## src/sv/cpr_pkg.sv

```systemverilog
package cpr_pkg;

  // Result status codes
  localparam logic [2:0] ST_HIT      = 3'd0;
  localparam logic [2:0] ST_FILL     = 3'd1;
  localparam logic [2:0] ST_REPLACE  = 3'd2;
  localparam logic [2:0] ST_NOVICTIM = 3'd3;
  localparam logic [2:0] ST_RELEASE  = 3'd4;

  // One frame table entry as held in the RAM
  typedef struct packed {
    logic        valid;
    logic        refb;
    logic [7:0]  proc;
    logic [15:0] vpage;
  } frame_entry_t;

  localparam int ENTRY_W = $bits(frame_entry_t);

  // Operation applied to the entry under the shared evaluation unit
  typedef enum logic [1:0] {
    OP_HIT,
    OP_REL,
    OP_FILL,
    OP_SWEEP
  } op_t;

  typedef struct packed {
    logic         wr;
    logic         found;
    frame_entry_t wr_data;
  } eval_act_t;

endpackage

```

## src/sv/cpr_frame_eval.sv

```systemverilog
module cpr_frame_eval
  import cpr_pkg::*;
(
  input  op_t          op,
  input  frame_entry_t ent,
  input  logic [7:0]   proc_id,
  input  logic [15:0]  vpage,
  output eval_act_t    act
);

  frame_entry_t fresh;
  logic         cand;

  always_comb begin
    fresh       = '{valid: 1'b1, refb: 1'b1, proc: proc_id, vpage: vpage};
    cand        = ent.valid && (ent.proc != proc_id);
    act.wr      = 1'b0;
    act.found   = 1'b0;
    act.wr_data = ent;
    case (op)
      OP_HIT: begin
        act.wr           = ent.valid;
        act.found        = 1'b1;
        act.wr_data.refb = 1'b1;
      end
      OP_REL: begin
        act.wr            = ent.valid;
        act.found         = 1'b1;
        act.wr_data.valid = 1'b0;
        act.wr_data.refb  = 1'b0;
      end
      OP_FILL: begin
        act.found   = !ent.valid;
        act.wr      = !ent.valid;
        act.wr_data = fresh;
      end
      OP_SWEEP: begin
        // second chance: clear a set reference bit, evict on a clear one
        act.wr    = cand;
        act.found = cand && !ent.refb;
        if (ent.refb) begin
          act.wr_data.refb = 1'b0;
        end else begin
          act.wr_data = fresh;
        end
      end
      default: begin
        act.wr = 1'b0;
      end
    endcase
  end

endmodule

```

## config.mk

```make
export PLATFORM = sky130hd
export DESIGN_NAME = cpr_frame_eval
export DESIGN_NICKNAME = d
export VERILOG_FILES = /design/src/sv/cpr_pkg.sv /design/src/sv/cpr_frame_eval.sv
export SDC_FILE = /design/constraint.sdc
export NUM_CORES = 1
export LEC_CHECK = 0
export ABC_CLOCK_PERIOD_IN_PS = 900
export BUFFER_PORTS_ARGS = -buffer_cell sky130_fd_sc_hd__clkbuf_2
export CORE_MARGIN = 10
export CORE_UTILIZATION = 28
export DETAILED_ROUTE_END_ITERATION = 10
export PLACE_DENSITY_LB_ADDON = 0.15
export SETUP_SLACK_MARGIN = 0.15
export SLEW_MARGIN = 10
export SYNTH_ARGS = -nofsm -noshare
export SYNTH_HDL_FRONTEND = slang
export SYNTH_SLANG_ARGS = --single-unit
```

## constraint.sdc

```tcl
create_clock -name vclk -period 0.9
set_input_delay 0.09 -clock vclk [all_inputs]
set_output_delay 0.09 -clock vclk [all_outputs]
set_load 0.02 [all_outputs]
```

## Word level (Yosys, flattened, before mapping)

Index checks and enable logic that the tools add are counted.
Widths: inputs -> output; s select.

- Flip-flop bits (word level): 0
- Output and inout port bits: 28
- Input port bits: 52

- Mux-type cells: 7
- Reductions and logical operators: 7
- Eq/ne operators: 4

Operators by type and width:

| operator | count |
|---|---|
| $pmux 24 s2 | 1 |
| $mux 24 | 1 |
| $ne 8x8->1 | 1 |
| $pmux 1 s3 | 2 |
| $pmux 2 s3 | 1 |
| $eq 2x2->1 const B | 2 |
| $reduce_or 2->1 | 2 |
| $eq 2x1->1 const B | 1 |
| $logic_and 1x1->1 | 2 |
| $logic_not 1->1 | 2 |
| $logic_not 2->1 | 1 |
| $mux 1 | 2 |

## Longest topological paths before layout

- Depth after elaboration: 4
- Mapped depth: 4
- Mapped depth without buffers: 4

## Worst setup path after synthesis

No wires, ideal clock.

- Path kind: in2out
- From: input port op[1]
- To: output port act[0] (netlist bit)
- Data arrival time: 0.878 ns
- Required time: 0.810 ns
- Buffers on the path: 1
- Stages: 4
- Setup slack: -0.068 ns
- Cell sequence: inv_1 a21oi_4 buf_6 mux2_4

RTL lines:

| element | RTL line | text |
|---|---|---|
| start: declaration | cpr_frame_eval.sv:4 | `input op_t op,` |
| end: declaration | cpr_frame_eval.sv:8 | `output eval_act_t act` |

==> flow_summary.toml <==
[layout]
antennaDiodeCount = 0
post-route-util = 0.777
final_layout_size_suffix_gt1_frac = 0.932
finish.instance_area_um2 = 1360
nFlopsAndLatches = 0
nets = 186
register_area_um2 = 0
clkbuf_count = 0
areaGrowthSynthToFinish_pct = 160
fillers = 119

[timing]
rsz0062_at_grt = "true"
finalSetupViolCount = 27
worst_slew_pin_slew_ns = 0.297
period_needed_ns = 1.13
whs_ns = 0.492
fmax_mhz = 888
drv_slew = 0
hold_viol_final = 0
setup_slack_ns = -0.226
fin_crit_sh = 1.25
max_slew_margin = 0.801

[setup_path]
endpoint_kind = "primary output"
cp-start-kind = "input pin"
critPathKind = "in -> out"
cpMaxStageDelayCell = "mux2_4"
cpLargestDelayFamily = "buffers and inverters"
path_cells = "buf_8 -> a21oi_4 -> buf_12 -> mux2_4 -> clkbuf_2"
cp_slowest_stage_delay_ns = 0.31
worstPathRequired_ns = 0.81
crit_buf_inv = 3
cp_max_fo = 10
crit_cells = 5
cp.arrival_ns = 1.04

[die]
fp.dieW_um = 63.2
start_util = 0.299
die_h_um = 63.2
design.core.area_um2 = 1750
rows = 15
dieArea_um2 = 3990
io_pins = 80

[pwr]
power_density_nw_per_um2 = 686
clockPowerShare = 0
p_sw_frac = 0.405
p_int_w = 0.000554
leakage_nw = 0.734
switchingPower_w = 0.000376
pwr-share-seq = 0
pwr-share-comb = 1.000
ir_drop_mv = 0.389
power_w = 0.000930

[drt]
ant_nets = 0
vias = 716
drcViolationCount = 0
first_pass_iters = 2
drt_iter0_drc = 22
vias_per_cell = 4.56
routed_wl_um = 2740
wl_per_cell_um = 17.4

[grt]
grt_use_total = 0.119
grt_pass1_vias = 822
grt_start_max_net_pins = 11
overflow = 0
antenna_found_initial = 0
grt_pass1_wl_um = 4040

[outcome]
violations = "setup timing"
outcome = "complete, but fails checks"

[worst_hold_path]
min_path_type = "in -> out"
hold_path_depth = 3

[place]
place_congestion = 0.638
place_ws_ns = -0.307
place_area_um2 = 1020
port_buffers = 80
dp_hpwl_um = 2190

[flow_run]
drv_cap = 0

[yosys]
syn-cell-area_um2 = 522
yosys_warnings = 0
syn_inst = 47
avgSynthCellArea_um2 = 11.1
syn_nets = 99
yosysUniqueCellTypes = 13
ys_seq_area_frac = 0

[clock_network]
postCtsHoldBufs = 0
area by class of cell:
class	count	area [µm²]	area share
Inverter	2	10.0	0.00738
Timing Repair Buffer	87	746	0.550
Tap cell	25	31.3	0.0231
Multi-Input combinational cell	43	569	0.420
metrics by stage:
step	TNS, ns	cells
2_1_floorplan	-0.525	47
3_3_place_gp	-6.35	156
3_5_place_dp	-6.93	156
4_1_cts	-6.53	157
5_1_grt	-6.65	157
6_report	-5.56	157
per-layer routing:
metal	up-vias	GRT usage	share of wire
li1	346	-	-
met1	325	0.124	0.33
met2	45	0.239	0.55
met3	0	0.0336	0.11
met4	0	0	0
met5	-	0	0
power by group through the flow:
stage / combinational (W) / sequential, W / clock, W
floorplan: 0.000405 / 0 / 0
global placement: 0.000672 / 0 / 0
detailed placement: 0.000683 / 0 / 0
CTS: 0.000820 / 0 / 0
global route: 0.000983 / 0 / 0
finish: 0.000930 / 0 / 0
cells in the mapped netlist:
library cell / n / area, µm²
mux2_2: 4 / 45.0
xnor2_1: 8 / 70.1
o211ai_1: 1 / 7.51
a21oi_4: 1 / 16.3
nand4_1: 2 / 12.5
o21ai_0: 3 / 15.0
mux2_4: 20 / 300
o21bai_1: 1 / 7.51
buf_6: 2 / 22.5
a31oi_1: 1 / 6.26
nand2_1: 1 / 3.75
o21a_1: 1 / 7.51
inv_1: 2 / 7.51
cells in the final DEF (no fill, tap or decap):
cell type  instances
a21oi_4            1
a31oi_1            1
buf_12             1
buf_4              4
buf_6             17
buf_8             17
clkbuf_2          47
clkbuf_8           1
inv_1              1
inv_4              1
mux2_4            24
nand2_2            1
nand4_1            2
o211ai_1           1
o21a_1             1
o21ai_0            1
o21ai_1            1
o21ai_2            1
o21bai_2           1
xnor2_1            1
xnor2_2            7
path summary, 6_finish.rpt:
check | from | to
setup / recovery | op[0] | act[23]
hold / removal | vpage[0] | act[0]
cells by family (layout without fill, tap and decap cells):
kind of cell / after synthesis / count (layout) / synth area share
and+or+nand+nor: 3 / 3 / 0.0312
xor gates and xnor gates: 8 / 8 / 0.134
muxes: 24 / 24 / 0.662
AOI/OAI and AO/OA: 8 / 8 / 0.115
buffers and inverters: 4 / 89 / 0.0576
what timing repair did:
| item | CTS | global route |
|---|---|---|
| setup endpoints to repair | 28 | 28 |
| gates resized for setup | 45 | 62 |
| buffers inserted | 1 | 0 |
| pin swaps | 7 | 10 |
Note: power is estimated with default switching activity, not from simulation.
